==> src/hdl/nnrs_pkg.sv <==
// ----------------------------------------------------------------------------
// nnrs_pkg
// shared widths, register indexes, reset values and run entry types for the
// nearest neighbor row stretch unit
// ----------------------------------------------------------------------------
package nnrs_pkg;

  // configuration port
  localparam int CFG_W     = 13;
  localparam int CFG_IDX_W = 2;

  localparam logic [CFG_IDX_W-1:0] REG_SOURCE_WIDTH  = 2'd0;
  localparam logic [CFG_IDX_W-1:0] REG_SOURCE_HEIGHT = 2'd1;
  localparam logic [CFG_IDX_W-1:0] REG_SCALE_FACTOR  = 2'd2;

  localparam logic [CFG_W-1:0] SOURCE_WIDTH_RESET  = 13'd640;
  localparam logic [CFG_W-1:0] SOURCE_HEIGHT_RESET = 13'd480;
  localparam logic [CFG_W-1:0] SCALE_FACTOR_RESET  = 13'd256;

  // geometry
  localparam int MAX_WIDTH       = 4096;
  localparam int SCALE_FRAC_BITS = 8;
  localparam int MAX_SCALE       = 16;
  localparam int SCALE_LIMIT     = MAX_SCALE << SCALE_FRAC_BITS;

  localparam int COLOR_W = 8;
  localparam int COL_W   = 12;                // source column and row counters
  localparam int POS_W   = 16;                // output column position
  localparam int NW_W    = POS_W + 1;         // stretched width, up to 65536
  localparam int PROD_W  = 2 * CFG_W;         // width times scale
  localparam int PEND_W  = PROD_W - SCALE_FRAC_BITS;

  // results per source pixel
  localparam int RESULT_CAP = 16;
  localparam int CNT_W      = $clog2(RESULT_CAP + 1);
  localparam int K_W        = $clog2(RESULT_CAP);

  localparam int RUN_QUEUE_DEPTH = 4;

  typedef struct packed {
    logic [COLOR_W-1:0] red;
    logic [COLOR_W-1:0] green;
    logic [COLOR_W-1:0] blue;
    logic [POS_W-1:0]   start;
    logic [CNT_W-1:0]   count;
    logic [NW_W-1:0]    new_width;
    logic               last_row;
  } run_entry_t;

  typedef struct packed {
    logic       valid;
    run_entry_t entry;
  } run_slot_t;

  // width or height, held to 1 .. MAX_WIDTH
  function automatic logic [CFG_W-1:0] clamp_dim(input logic [CFG_W-1:0] v);
    logic [CFG_W-1:0] r;
    if (v == '0) begin
      r = CFG_W'(1);
    end else if (v > CFG_W'(MAX_WIDTH)) begin
      r = CFG_W'(MAX_WIDTH);
    end else begin
      r = v;
    end
    return r;
  endfunction

  // scale, held to 1/256 .. MAX_SCALE in fixed point
  function automatic logic [CFG_W-1:0] clamp_scale(input logic [CFG_W-1:0] v);
    logic [CFG_W-1:0] r;
    if (v == '0) begin
      r = CFG_W'(1);
    end else if (v > CFG_W'(SCALE_LIMIT)) begin
      r = CFG_W'(SCALE_LIMIT);
    end else begin
      r = v;
    end
    return r;
  endfunction

endpackage

==> src/hdl/nnrs_front.sv <==
// ----------------------------------------------------------------------------
// nnrs_front
// configuration registers, pixel intake and run computation: start column,
// run length and row/frame position for each source pixel
// ----------------------------------------------------------------------------
module nnrs_front import nnrs_pkg::*; (
  input  logic                 clk,
  input  logic                 rst,
  input  logic                 cfg_write,
  input  logic [CFG_IDX_W-1:0] cfg_index,
  input  logic [CFG_W-1:0]     cfg_data,
  input  logic                 in_valid,
  output logic                 in_stall,
  input  logic [COLOR_W-1:0]   in_red,
  input  logic [COLOR_W-1:0]   in_green,
  input  logic [COLOR_W-1:0]   in_blue,
  output run_slot_t            push,
  input  logic                 full
);

  typedef enum logic [2:0] {
    ST_IDLE = 3'b001,
    ST_MUL  = 3'b010,
    ST_PUSH = 3'b100
  } front_state_t;

  front_state_t state;

  logic [CFG_W-1:0] source_width;
  logic [CFG_W-1:0] source_height;
  logic [CFG_W-1:0] scale_factor;

  logic [COL_W-1:0] source_column;
  logic [COL_W-1:0] source_row;
  logic [POS_W-1:0] next_position;

  logic [COLOR_W-1:0] pix_red;
  logic [COLOR_W-1:0] pix_green;
  logic [COLOR_W-1:0] pix_blue;
  logic [NW_W-1:0]    new_width;
  logic [PEND_W-1:0]  prod_end;
  logic               last_in_row;
  logic               last_row;

  logic [CFG_W-1:0]  w_c;
  logic [CFG_W-1:0]  h_c;
  logic [CFG_W-1:0]  s_c;
  logic [CFG_W-1:0]  col_inc;
  logic [CFG_W-1:0]  row_inc;
  logic [PROD_W-1:0] nw_prod;
  logic [PROD_W-1:0] end_prod;

  logic [NW_W-1:0]  run_end;
  logic [NW_W-1:0]  run_diff;
  logic [CNT_W-1:0] run_count;
  logic             push_done;

  assign w_c     = clamp_dim(source_width);
  assign h_c     = clamp_dim(source_height);
  assign s_c     = clamp_scale(scale_factor);
  assign col_inc = {1'b0, source_column} + CFG_W'(1);
  assign row_inc = {1'b0, source_row} + CFG_W'(1);
  assign nw_prod  = {{CFG_W{1'b0}}, w_c} * {{CFG_W{1'b0}}, s_c};
  assign end_prod = {{CFG_W{1'b0}}, col_inc} * {{CFG_W{1'b0}}, s_c};

  assign in_stall = (state != ST_IDLE);

  // run end and length from the registered products
  always_comb begin
    if (last_in_row) begin
      run_end = new_width;
    end else if (prod_end > {{(PEND_W-NW_W){1'b0}}, new_width}) begin
      run_end = new_width;
    end else begin
      run_end = prod_end[NW_W-1:0];
    end
    if (run_end > {1'b0, next_position}) begin
      run_diff = run_end - {1'b0, next_position};
    end else begin
      run_diff = '0;
    end
    if (run_diff > NW_W'(RESULT_CAP)) begin
      run_count = CNT_W'(RESULT_CAP);
    end else begin
      run_count = run_diff[CNT_W-1:0];
    end
  end

  assign push_done = (run_count == '0) || !full;

  always_comb begin
    push.valid           = (state == ST_PUSH) && (run_count != '0) && !full;
    push.entry.red       = pix_red;
    push.entry.green     = pix_green;
    push.entry.blue      = pix_blue;
    push.entry.start     = next_position;
    push.entry.count     = run_count;
    push.entry.new_width = new_width;
    push.entry.last_row  = last_row;
  end

  always_ff @(posedge clk) begin
    if (rst) begin
      source_width  <= SOURCE_WIDTH_RESET;
      source_height <= SOURCE_HEIGHT_RESET;
      scale_factor  <= SCALE_FACTOR_RESET;
    end else if (cfg_write) begin
      case (cfg_index)
        REG_SOURCE_WIDTH:  source_width  <= cfg_data;
        REG_SOURCE_HEIGHT: source_height <= cfg_data;
        REG_SCALE_FACTOR:  scale_factor  <= cfg_data;
        default: ;
      endcase
    end
  end

  always_ff @(posedge clk) begin
    if (rst) begin
      state         <= ST_IDLE;
      source_column <= '0;
      source_row    <= '0;
      next_position <= '0;
    end else begin
      case (state)
        ST_IDLE: begin
          if (in_valid) begin
            state <= ST_MUL;
          end
        end
        ST_MUL: begin
          state <= ST_PUSH;
        end
        ST_PUSH: begin
          if (push_done) begin
            state <= ST_IDLE;
            if (last_in_row) begin
              source_column <= '0;
              next_position <= '0;
              source_row    <= last_row ? '0 : row_inc[COL_W-1:0];
            end else begin
              source_column <= col_inc[COL_W-1:0];
              next_position <= run_end[POS_W-1:0];
            end
          end
        end
        default: state <= ST_IDLE;
      endcase
    end
  end

  // pixel capture and multiply stage
  always_ff @(posedge clk) begin
    if (state == ST_IDLE && in_valid) begin
      pix_red   <= in_red;
      pix_green <= in_green;
      pix_blue  <= in_blue;
    end
    if (state == ST_MUL) begin
      new_width   <= nw_prod[SCALE_FRAC_BITS +: NW_W];
      prod_end    <= end_prod[SCALE_FRAC_BITS +: PEND_W];
      last_in_row <= (col_inc >= w_c);
      last_row    <= (row_inc >= h_c);
    end
  end

endmodule

==> src/hdl/nnrs_queue.sv <==
// ----------------------------------------------------------------------------
// nnrs_queue
// small first-in first-out queue of runs between front and back
// ----------------------------------------------------------------------------
module nnrs_queue import nnrs_pkg::*; #(
  parameter int DEPTH = RUN_QUEUE_DEPTH
) (
  input  logic      clk,
  input  logic      rst,
  input  run_slot_t push,
  output logic      full,
  output run_slot_t head,
  input  logic      pop
);

  localparam int ADDR_W = (DEPTH > 1) ? $clog2(DEPTH) : 1;
  localparam int FILL_W = $clog2(DEPTH + 1);

  run_entry_t        slots [DEPTH];
  logic [ADDR_W-1:0] wr_ptr;
  logic [ADDR_W-1:0] rd_ptr;
  logic [FILL_W-1:0] fill;

  assign full       = (fill == FILL_W'(DEPTH));
  assign head.valid = (fill != '0);
  assign head.entry = slots[rd_ptr];

  always_ff @(posedge clk) begin
    if (push.valid) begin
      slots[wr_ptr] <= push.entry;
    end
  end

  always_ff @(posedge clk) begin
    if (rst) begin
      wr_ptr <= '0;
      rd_ptr <= '0;
      fill   <= '0;
    end else begin
      if (push.valid) begin
        wr_ptr <= (wr_ptr == ADDR_W'(DEPTH - 1)) ? '0 : wr_ptr + ADDR_W'(1);
      end
      if (pop) begin
        rd_ptr <= (rd_ptr == ADDR_W'(DEPTH - 1)) ? '0 : rd_ptr + ADDR_W'(1);
      end
      if (push.valid && !pop) begin
        fill <= fill + FILL_W'(1);
      end else if (pop && !push.valid) begin
        fill <= fill - FILL_W'(1);
      end
    end
  end

endmodule

==> src/hdl/nnrs_back.sv <==
// ----------------------------------------------------------------------------
// nnrs_back
// expands each queued run into output pixels, one per cycle while the
// output is not stalled, through an output register
// ----------------------------------------------------------------------------
module nnrs_back import nnrs_pkg::*; (
  input  logic               clk,
  input  logic               rst,
  input  run_slot_t          head,
  output logic               pop,
  output logic               out_valid,
  input  logic               out_stall,
  output logic [COLOR_W-1:0] out_red,
  output logic [COLOR_W-1:0] out_green,
  output logic [COLOR_W-1:0] out_blue,
  output logic [POS_W-1:0]   out_column,
  output logic               run_last,
  output logic               row_end,
  output logic               frame_end
);

  logic [K_W-1:0]   k;
  logic             load;
  logic             last_k;
  logic [NW_W-1:0]  column;
  logic [NW_W-1:0]  column_inc;
  logic             at_row_end;

  assign load       = head.valid && (!out_valid || !out_stall);
  assign last_k     = (({1'b0, k}) + CNT_W'(1)) == head.entry.count;
  assign pop        = load && last_k;
  assign column     = {1'b0, head.entry.start} + NW_W'(k);
  assign column_inc = column + NW_W'(1);
  assign at_row_end = (column_inc == head.entry.new_width);

  always_ff @(posedge clk) begin
    if (rst) begin
      out_valid <= 1'b0;
      k         <= '0;
    end else begin
      if (load) begin
        out_valid <= 1'b1;
        k         <= last_k ? '0 : k + K_W'(1);
      end else if (!out_stall) begin
        out_valid <= 1'b0;
      end
    end
  end

  always_ff @(posedge clk) begin
    if (load) begin
      out_red    <= head.entry.red;
      out_green  <= head.entry.green;
      out_blue   <= head.entry.blue;
      out_column <= column[POS_W-1:0];
      run_last   <= last_k;
      row_end    <= at_row_end;
      frame_end  <= at_row_end && head.entry.last_row;
    end
  end

endmodule

==> src/hdl/nearest_neighbor_row_stretch_unit.sv <==
// path: a pixel is captured, its products registered and its run queued, then
//   each result leaves through the back's output register; the front stalls
//   its input until the run is queued; the back emits one result per cycle
//   while the output is not stalled, up to 16 results per pixel at the largest scale
// reset: synchronous, clears counters, queue and output valid; configuration
//   returns to 640 x 480 at scale 1.0; no clearing pass
// ----------------------------------------------------------------------------
// nearest_neighbor_row_stretch_unit
// nearest neighbor horizontal stretch of rgb rows by an unsigned q5.8 factor
// ----------------------------------------------------------------------------
module nearest_neighbor_row_stretch_unit import nnrs_pkg::*; #(
  parameter int QUEUE_DEPTH = RUN_QUEUE_DEPTH
) (
  input  logic                 clk,
  input  logic                 rst,
  // configuration writes
  input  logic                 cfg_write,
  input  logic [CFG_IDX_W-1:0] cfg_index,
  input  logic [CFG_W-1:0]     cfg_data,
  // source pixels
  input  logic                 in_valid,
  output logic                 in_stall,
  input  logic [COLOR_W-1:0]   in_red,
  input  logic [COLOR_W-1:0]   in_green,
  input  logic [COLOR_W-1:0]   in_blue,
  // stretched pixels
  output logic                 out_valid,
  input  logic                 out_stall,
  output logic [COLOR_W-1:0]   out_red,
  output logic [COLOR_W-1:0]   out_green,
  output logic [COLOR_W-1:0]   out_blue,
  output logic [POS_W-1:0]     out_column,
  output logic                 run_last,
  output logic                 row_end,
  output logic                 frame_end
);

  // front to queue: one run per source pixel that gives any result
  run_slot_t push;
  logic      full;
  // queue to back: oldest pending run
  run_slot_t head;
  logic      pop;

  // front: config, column/row tracking, run start and length
  nnrs_front u_front (
    .clk       (clk),
    .rst       (rst),
    .cfg_write (cfg_write),
    .cfg_index (cfg_index),
    .cfg_data  (cfg_data),
    .in_valid  (in_valid),
    .in_stall  (in_stall),
    .in_red    (in_red),
    .in_green  (in_green),
    .in_blue   (in_blue),
    .push      (push),
    .full      (full)
  );

  // decouples pixel intake from result emission
  nnrs_queue #(
    .DEPTH (QUEUE_DEPTH)
  ) u_queue (
    .clk  (clk),
    .rst  (rst),
    .push (push),
    .full (full),
    .head (head),
    .pop  (pop)
  );

  // back: one output column per cycle unless stalled, flags per transaction
  nnrs_back u_back (
    .clk        (clk),
    .rst        (rst),
    .head       (head),
    .pop        (pop),
    .out_valid  (out_valid),
    .out_stall  (out_stall),
    .out_red    (out_red),
    .out_green  (out_green),
    .out_blue   (out_blue),
    .out_column (out_column),
    .run_last   (run_last),
    .row_end    (row_end),
    .frame_end  (frame_end)
  );

endmodule

==> config.mk <==
export PLATFORM = sky130hd
export DESIGN_NAME = nearest_neighbor_row_stretch_unit
export DESIGN_NICKNAME = d
export VERILOG_FILES = /design/src/hdl/nnrs_pkg.sv /design/src/hdl/nnrs_front.sv /design/src/hdl/nnrs_queue.sv /design/src/hdl/nnrs_back.sv /design/src/hdl/nearest_neighbor_row_stretch_unit.sv
export SDC_FILE = /design/constraint.sdc
export NUM_CORES = 1
export LEC_CHECK = 0
export BUFFER_PORTS_ARGS = -buffer_cell sky130_fd_sc_hd__buf_2
export CAP_MARGIN = 20
export CORE_MARGIN = 8
export CORE_UTILIZATION = 40
export CTS_CLUSTER_DIAMETER = 30
export DETAILED_ROUTE_END_ITERATION = 7
export PLACE_DENSITY = 0.54
export SLEW_MARGIN = 40
export SYNTH_ARGS = -nofsm -noshare
export SYNTH_HDL_FRONTEND = slang
export SYNTH_HIERARCHICAL = 1
export SYNTH_SLANG_ARGS = --single-unit
==> constraint.sdc <==
create_clock -name clk -period 7.8 [get_ports clk]
set_input_delay 0.39 -clock clk [delete_from_list [all_inputs] [get_ports clk]]
set_output_delay 0.39 -clock clk [all_outputs]
set_load 0.01 [all_outputs]
==> results.py, run 1 <==
metrics = {
    "clock_network": {
        "clock_latency_ns": 0.64,
        "post_cts_buffers": 0,
        "root_buffer": "clkbuf_16",
        "clkTransAtPathRegs_ns": 0.04,
        "cts_inserted_buffers": 90,
        "clockBufferDepth": 3,
        "cts_max_level": 3,
        "cts_tree": "done",
        "cts.sinks": 452,
    },
    "timing": {
        "grt_setup_unrepaired": "no",
        "setup_viol_count_final": 0,
        "worst_slack_ns": 0.580,
        "timing.fmax_ghz": 0.138,
        "tns_ns": 0,
        "hold_viol_final": 0,
        "skew_ns": 0.0452,
        "period_minus_slack_ns": 7.22,
        "relSlewSlack_pct": 47.4,
        "drv_slew": 0,
        "tightest_slew_ns": 0.785,
        "timing.final.crit_share_pct": 92.6,
        "whs_ns": 0.0558,
    },
    "worst_hold_path": {
        "hold_path_class": "in -> reg",
    },
    "grt": {
        "grt_pass1_vias": 21400,
        "grt.overflow.total": 0,
        "grt_usage_pct": 17.5,
        "grt_first_pass_wirelength_um": 117000,
        "grt_max_degree": 64,
        "grt_antenna_before_repair": 3,
    },
    "synth": {
        "synth-xor-area-share_pct": 2.96,
        "synth_top_area_cell": "edfxtp_1",
        "synth_fp_nets": 3161,
        "synth_warnings": 6,
        "ys_seq_elements": 452,
        "synthMuxAreaShare_pct": 5.10,
        "syn_area_sq_mm": 0.0303,
        "synthDistinctLibCells": 98,
        "synth_cells": 2671,
        "synth_adder_area_share_pct": 24.5,
        "synth_compound_area_share_pct": 6.16,
        "postSynth.asyncResetShare_pct": 0,
        "yosys-top-cells-area": "edfxtp_1, fa_1, ha_1, dfxtp_1, nand2_1",
        "synth_edf_count": 356,
        "ys.flop_type": "edfxtp_1",
        "ys_seq_area_share_pct": 41.7,
        "avgSynthCellArea_sq_um": 11.3,
        "synthSimpleGateAreaFrac_pct": 13.5,
        "yosys.area.top_type_share_pct": 35.3,
        "synth_top_family_by_area": "adder cells",
    },
    "critical_path": {
        "path_buf_inv": 4,
        "cp_max_fo": 10,
        "crit_slowest_cell": "fa_1",
        "critPathTopFamily": "adder cells",
        "crit_path_end_kind": "flop",
        "crit_path_frequent_cell": "fa_1",
        "critPathKind": "reg -> reg",
        "worst-r2r-setup-slack_ns": 0.58,
        "max_stage_delay_ns": 0.52,
        "arrival_ns": 7.58,
        "worstSetupStartpointType": "flop",
        "required_ns": 8.16,
    },
    "routing": {
        "drt_first_pass_iters": 8,
        "drt_iter0_markers": 1140,
        "drt-total-wl_um": 73700,
        "drc": 0,
        "final_antenna_net_count": 0,
        "routed_via_density": 5.14,
        "wl_per_cell_um": 19.0,
        "vias": 20000,
    },
    "die": {
        "die_h_um": 291,
        "initial_core_util_pct": 40.1,
        "rows": 101,
        "dieArea_sq_mm": 0.0847,
        "dieWidth_um": 291,
        "num_io_pins": 89,
        "core_area_sq_mm": 0.0754,
    },
    "run_status": {
        "status": "finished clean",
    },
    "placement": {
        "dp.cells": 3695,
        "place_congestion": 0.887,
        "portBuffers": 88,
        "place_hpwl_um": 55900,
        "pre_cts_ws_ns": 0.569,
    },
    "cells_and_area": {
        "drive_gt1_share_pct": 15.0,
        "antenna_cells": 0,
        "nFillCells": 6852,
        "final_common_cell": "nand2_1",
        "fin_nets": 3323,
        "syn_to_final_growth_pct": 17.1,
        "mostFrequentLayoutCells": "nand2_1, edfxtp_1, inv_1",
        "final_cells": 3886,
    },
    "pwr": {
        "p_leak_nw": 14.7,
        "swShare_pct": 22.4,
        "p_int_w": 0.00523,
        "p_sw_w": 0.00152,
        "max-vdd-ir-drop_mv": 0.146,
        "p_seq_share_pct": 39.1,
        "p_clk_share_pct": 56.4,
        "comb_power_share_pct": 4.6,
        "powerDensity_mw_per_mm2": 191,
    },
    "job": {
        "cap_violations": 0,
    },
}
through the flow:
stage,instance area (sq um),utilization (%),total power [W]
6_report,35400,47.0,0.00675
5_1_grt,35400,47.0,0.00699
4_1_cts,35400,47.0,0.00685
3_5_place_dp,32100,42.5,0.00298
3_3_place_gp,32000,42.5,0.00297
2_1_floorplan,30300,-,0.00287
registers in the layout (all words and copies together) (netlist names), 2 cells and up, named ones only:
register,cells
u_front/scale_factor,13
u_queue/rd_ptr,2
u_front/pix_blue,8
u_front/pix_green,8
u_front/source_row,12
u_front/source_width,13
u_front/prod_end,18
u_back/k,4
u_front/state,3
u_queue/slots,252
u_back/out_green,8
u_front/new_width,17
u_front/next_position,16
u_queue/wr_ptr,2
u_front/source_height,13
u_back/out_blue,8
u_back/out_red,8
u_back/out_column,16
u_front/pix_red,8
u_front/source_column,12
u_queue/fill,3
layout make-up:
type	instances	area, sq um	share of cell area, %
Inverter	353	1330	3.74
Clock inverter	66	773	2.18
Timing Repair Buffer	177	1330	3.76
Sequential cell	452	12600	35.6
Multi-Input combinational cell	1759	15800	44.6
Clock buffer	101	2330	6.59
Tap cell	978	1220	3.45
worst paths after layout:
kind	to	start	depth (start not counted)
worst max register to register	u_front/prod_end[17]	u_front/source_column[0]	26
worst min register to register	u_front/source_width[0]	u_front/source_width[0]	2
worst min-delay path	u_front/source_width[7]	cfg_data[7]	3
worst max-delay path	u_front/prod_end[17]	u_front/source_column[0]	26
layer usage:
metal	routed length [um]	share of wire (%)	up-vias	track usage, %
met1	31900	43	9982	21.9
met4	2310	3.1	2	6.16
met2	36100	49	455	30.2
met5	13	0.018	-	0
met3	3330	4.5	133	3.05
li1	-	-	9415	-
power groups by stage:
| stage | logic (W) | clock network [W] | registers, W |
|---|---|---|---|
| CTS | 0.000312 | 0.00390 | 0.00264 |
| global route | 0.000345 | 0.00401 | 0.00264 |
| floorplan | 0.000193 | 0 | 0.00267 |
| detailed placement | 0.000299 | 0 | 0.00268 |
| global placement | 0.000293 | 0 | 0.00268 |
| finish | 0.000307 | 0.00381 | 0.00264 |
cells in the mapped netlist, types with 24 or more instances:
cell type / instances
nand2_1: 371
nor2_1: 180
o21ai_0: 57
a21o_1: 25
mux4_2: 60
edfxtp_1: 356
nand3_1: 49
ha_1: 204
nor2b_1: 34
xnor2_1: 58
nor3_1: 48
dfxtp_1: 96
a21oi_1: 79
xor2_1: 35
and2_1: 32
o21a_1: 24
clkbuf_1: 83
inv_1: 349
fa_1: 242
cell families after synthesis:
family	Yosys count
DFF	452
AOI/OAI and AO/OA	281
adders and majority gates	446
buffers and inverters	460
and+or+nand+nor	861
xor gates and xnor gates	97
muxes	74
worst reg2reg max path, cell delays in order, from the launching register on:
cell	delay, ns
dfxtp_1	0.32
ha_1	0.22
and3_1	0.20
and3_1	0.22
and3_1	0.24
xnor2_1	0.39
clkinv_1	0.44
nand2_1	0.20
fa_1	0.45
fa_1	0.52
inv_1	0.05
fa_1	0.47
inv_1	0.05
fa_1	0.52
inv_1	0.05
fa_1	0.47
ha_1	0.35
a21o_1	0.19
o21bai_1	0.16
o211ai_1	0.18
a311oi_1	0.19
o21a_1	0.23
o21a_1	0.22
o211a_1	0.26
o21a_1	0.19
nor2_1	0.11
xnor2_1	0.07
what timing repair did:
item                                   CTS  global route
gates resized for setup                  0             0
hold buffers                            24             0
endpoints found under the hold margin   24             0
Power figures use the tool's default switching activity.
==> run 2, diff against run 1 <==
--- a/config.mk
+++ b/config.mk
@@ -5,6 +5,7 @@
 export SDC_FILE = /design/constraint.sdc
 export NUM_CORES = 1
 export LEC_CHECK = 0
+export ABC_AREA = 1
 export BUFFER_PORTS_ARGS = -buffer_cell sky130_fd_sc_hd__buf_2
 export CAP_MARGIN = 20
 export CORE_MARGIN = 8
==> run 2 against run 1 <==
Core utilization rose by 0.32 points; clock skew up 0.016 ns; critical path depth rose by 4.
==> results.py, run 2 <==
metrics = {
    "critical_path": {
        "worstSetupStartpointType": "flop",
        "startpoint": "u_front/source_column[0]",
        "crit_path_end_kind": "flop",
        "crit_path_frequent_cell": "nand2_1",
        "arrival_ns": 7.26,
        "max_stage_delay_ns": 0.68,
        "reg2reg_to": "u_front/prod_end[17]",
        "reg2reg_from": "u_front/source_column[0]",
        "crit_slowest_cell": "dfxtp_1",
        "cp_max_fo": 15,
        "required_ns": 8.13,
        "worst-r2r-setup-slack_ns": 0.88,
        "critPathKind": "reg -> reg",
        "crit_end": "u_front/prod_end[17]",
        "reg2regPathDepth": 30,
    },
    "synth": {
        "yosys.area.top_type_share_pct": 33.5,
        "yosys-top-cells-area": "edfxtp_1, fa_1, ha_1, nand2_1, inv_1",
        "ys.flop_type": "edfxtp_1",
        "avgSynthCellArea_sq_um": 9.14,
        "synth_warnings": 6,
        "postSynth.asyncResetShare_pct": 0,
        "synth_fp_nets": 3975,
        "ys_seq_elements": 452,
        "post-synth-top-count-cell": "nand2_1",
        "synth_top_area_cell": "edfxtp_1",
        "synth_cells": 3485,
        "ys_seq_area_share_pct": 39.6,
        "synthDistinctLibCells": 61,
        "ys_top_cells_by_count": "nand2_1, inv_1, nor2_1",
        "syn_area_sq_mm": 0.0319,
        "synth_edf_count": 356,
    },
    "die": {
        "die_h_um": 298,
        "core_area_sq_mm": 0.0790,
        "initial_core_util_pct": 40.3,
        "dieArea_sq_mm": 0.0890,
        "rows": 103,
        "dieWidth_um": 298,
        "num_io_pins": 89,
    },
    "timing": {
        "drv_slew": 0,
        "skew_ns": 0.0614,
        "relSlewSlack_pct": 43.2,
        "timing.final.crit_share_pct": 88.7,
        "hold_viol_final": 0,
        "tightest_slew_ns": 0.852,
        "grt_setup_unrepaired": "no",
        "tns_ns": 0,
        "period_minus_slack_ns": 6.92,
        "setup_viol_count_final": 0,
        "timing.fmax_ghz": 0.144,
    },
    "clock_network": {
        "clock_latency_ns": 0.65,
        "cts_inserted_buffers": 98,
        "cts_resized": 0,
        "cts_tree": "done",
        "clockBufferDepth": 3,
        "clkTransAtPathRegs_ns": 0.04,
        "cts.sinks": 452,
        "cts_max_level": 3,
        "root_buffer": "clkbuf_16",
    },
    "worst_hold_path": {
        "hold_path_class": "in -> reg",
    },
    "routing": {
        "routed_via_density": 4.93,
        "final_antenna_net_count": 0,
        "drt-total-wl_um": 82900,
        "vias": 23500,
        "drt_first_pass_iters": 5,
        "wl_per_cell_um": 17.4,
        "drc": 0,
        "drt_iter0_markers": 1412,
    },
    "cells_and_area": {
        "antenna_cells": 0,
        "final_common_cell": "nand2_1",
        "syn_to_final_growth_pct": 17.2,
        "top_regs": "u_queue/slots: 252 flops, u_front/prod_end: 18 flops, u_front/new_width: 17 flops",
        "final_cells": 4767,
        "nFillCells": 7571,
        "mostFrequentLayoutCells": "nand2_1, inv_1, nor2_1",
        "fin_nets": 4123,
        "drive_gt1_share_pct": 12.5,
        "top_register": "u_queue/slots",
        "largest_register_ffs": 252,
    },
    "placement": {
        "portBuffers": 88,
        "place_congestion": 0.897,
        "place_hpwl_um": 60500,
        "dp.cells": 4553,
    },
    "grt": {
        "grt_pass1_vias": 23300,
        "grt_first_pass_wirelength_um": 130000,
        "grt.overflow.total": 0,
        "grt_antenna_before_repair": 0,
        "grt_usage_pct": 18.3,
        "grt_max_degree": 127,
    },
    "pwr": {
        "powerDensity_mw_per_mm2": 203,
        "swShare_pct": 23.7,
        "p_clk_share_pct": 58.0,
        "p_sw_w": 0.00180,
        "p_int_w": 0.00578,
        "max-vdd-ir-drop_mv": 0.185,
        "p_seq_share_pct": 35.1,
        "comb_power_share_pct": 6.9,
        "p_leak_nw": 16.5,
        "p_total_w": 0.00758,
    },
    "run_status": {
        "status": "finished clean",
    },
    "job": {
        "cap_violations": 0,
    },
}
## run 2: power by group through the flow
stage                     clock network [W]  registers [W]  logic (W)
after floorplan                           0        0.00270   0.000335
after global placement                    0        0.00271   0.000503
final                               0.00439        0.00266   0.000522
after global routing                0.00461        0.00267   0.000586
after detailed placement                  0        0.00271   0.000506
after CTS                           0.00448        0.00266   0.000522
## run 2: worst min path at each step
stage	startpoint	end	slack (ns)	cells past startpoint
after CTS	cfg_data[2]	u_front/source_height[2]	0.004	3
final	cfg_data[2]	u_front/source_height[2]	0.05	3
after detailed placement	u_front/source_height[8]	u_front/source_height[8]	0.47	2
after global placement	u_front/source_height[8]	u_front/source_height[8]	0.47	2
after floorplan	u_front/source_width[0]	u_front/source_width[0]	0.44	2
after global routing	cfg_data[3]	u_front/source_height[3]	0.04	3
## run 2: worst max-delay path, delay by kind of cell (launching register included)
family	cells	cell delay, ns
AO/OA/AOI/OAI	2	0.31
AND/OR/NAND/NOR	13	1.53
flip-flops	1	0.68
buffers and inverters	7	0.79
XOR/XNOR	1	0.15
adder cells (fa/ha/maj)	7	3.16
## run 2: logic make-up (layout without fill, tap and decap cells)
| logic type | count (synthesis) | in the layout | synth area share [%] |
|---|---|---|---|
| compound gates | 446 | 446 | 8.32 |
| xor+xnor | 57 | 57 | 1.57 |
| fa+ha+maj | 446 | 446 | 23.2 |
| flops | 452 | 452 | 39.6 |
| buf+inv | 690 | 922 | 8.64 |
| simple gates | 1394 | 1394 | 18.7 |
## run 2: area by class of cell
| cell class | instances | area, sq um | share of cell area [%] |
|---|---|---|---|
| Clock buffer | 107 | 2530 | 6.76 |
| Clock inverter | 77 | 1070 | 2.87 |
| Inverter | 582 | 2200 | 5.89 |
| Multi-Input combinational cell | 2343 | 16500 | 44.3 |
| Sequential cell | 452 | 12600 | 33.8 |
| Tap cell | 1050 | 1310 | 3.52 |
| Timing Repair Buffer | 156 | 1100 | 2.93 |
## run 2: per-layer routing
| metal | routed length, um | share of wire, % | vias to the layer above | track usage [%] |
|---|---|---|---|---|
| met3 | 3920 | 4.7 | 115 | 2.84 |
| met4 | 1990 | 2.4 | 0 | 5.47 |
| met5 | 0 | 0 | - | 0 |
| met2 | 39900 | 48 | 477 | 31.2 |
| li1 | - | - | 11600 | - |
| met1 | 37100 | 45 | 11300 | 23.9 |
## run 2: through the flow
stage / util (%) / hold slack [ns] / instance area (sq um) / worst slack [ns]
final: 47.3 / 0.0480 / 37400 / 0.878
after global routing: 47.3 / 0.0377 / 37400 / 0.347
after CTS: 47.3 / 0.00404 / 37300 / 0.865
after detailed placement: 42.3 / 0.466 / 33400 / 0.933
after global placement: 42.3 / 0.468 / 33400 / 1.04
after floorplan: - / 0.444 / 31900 / 2.00
## run 2: repair_timing
| item | in CTS | in global routing |
|---|---|---|
| hold buffers | 30 | 0 |
| hold endpoints to repair | 31 | 0 |
| setup buffers | 0 | 0 |
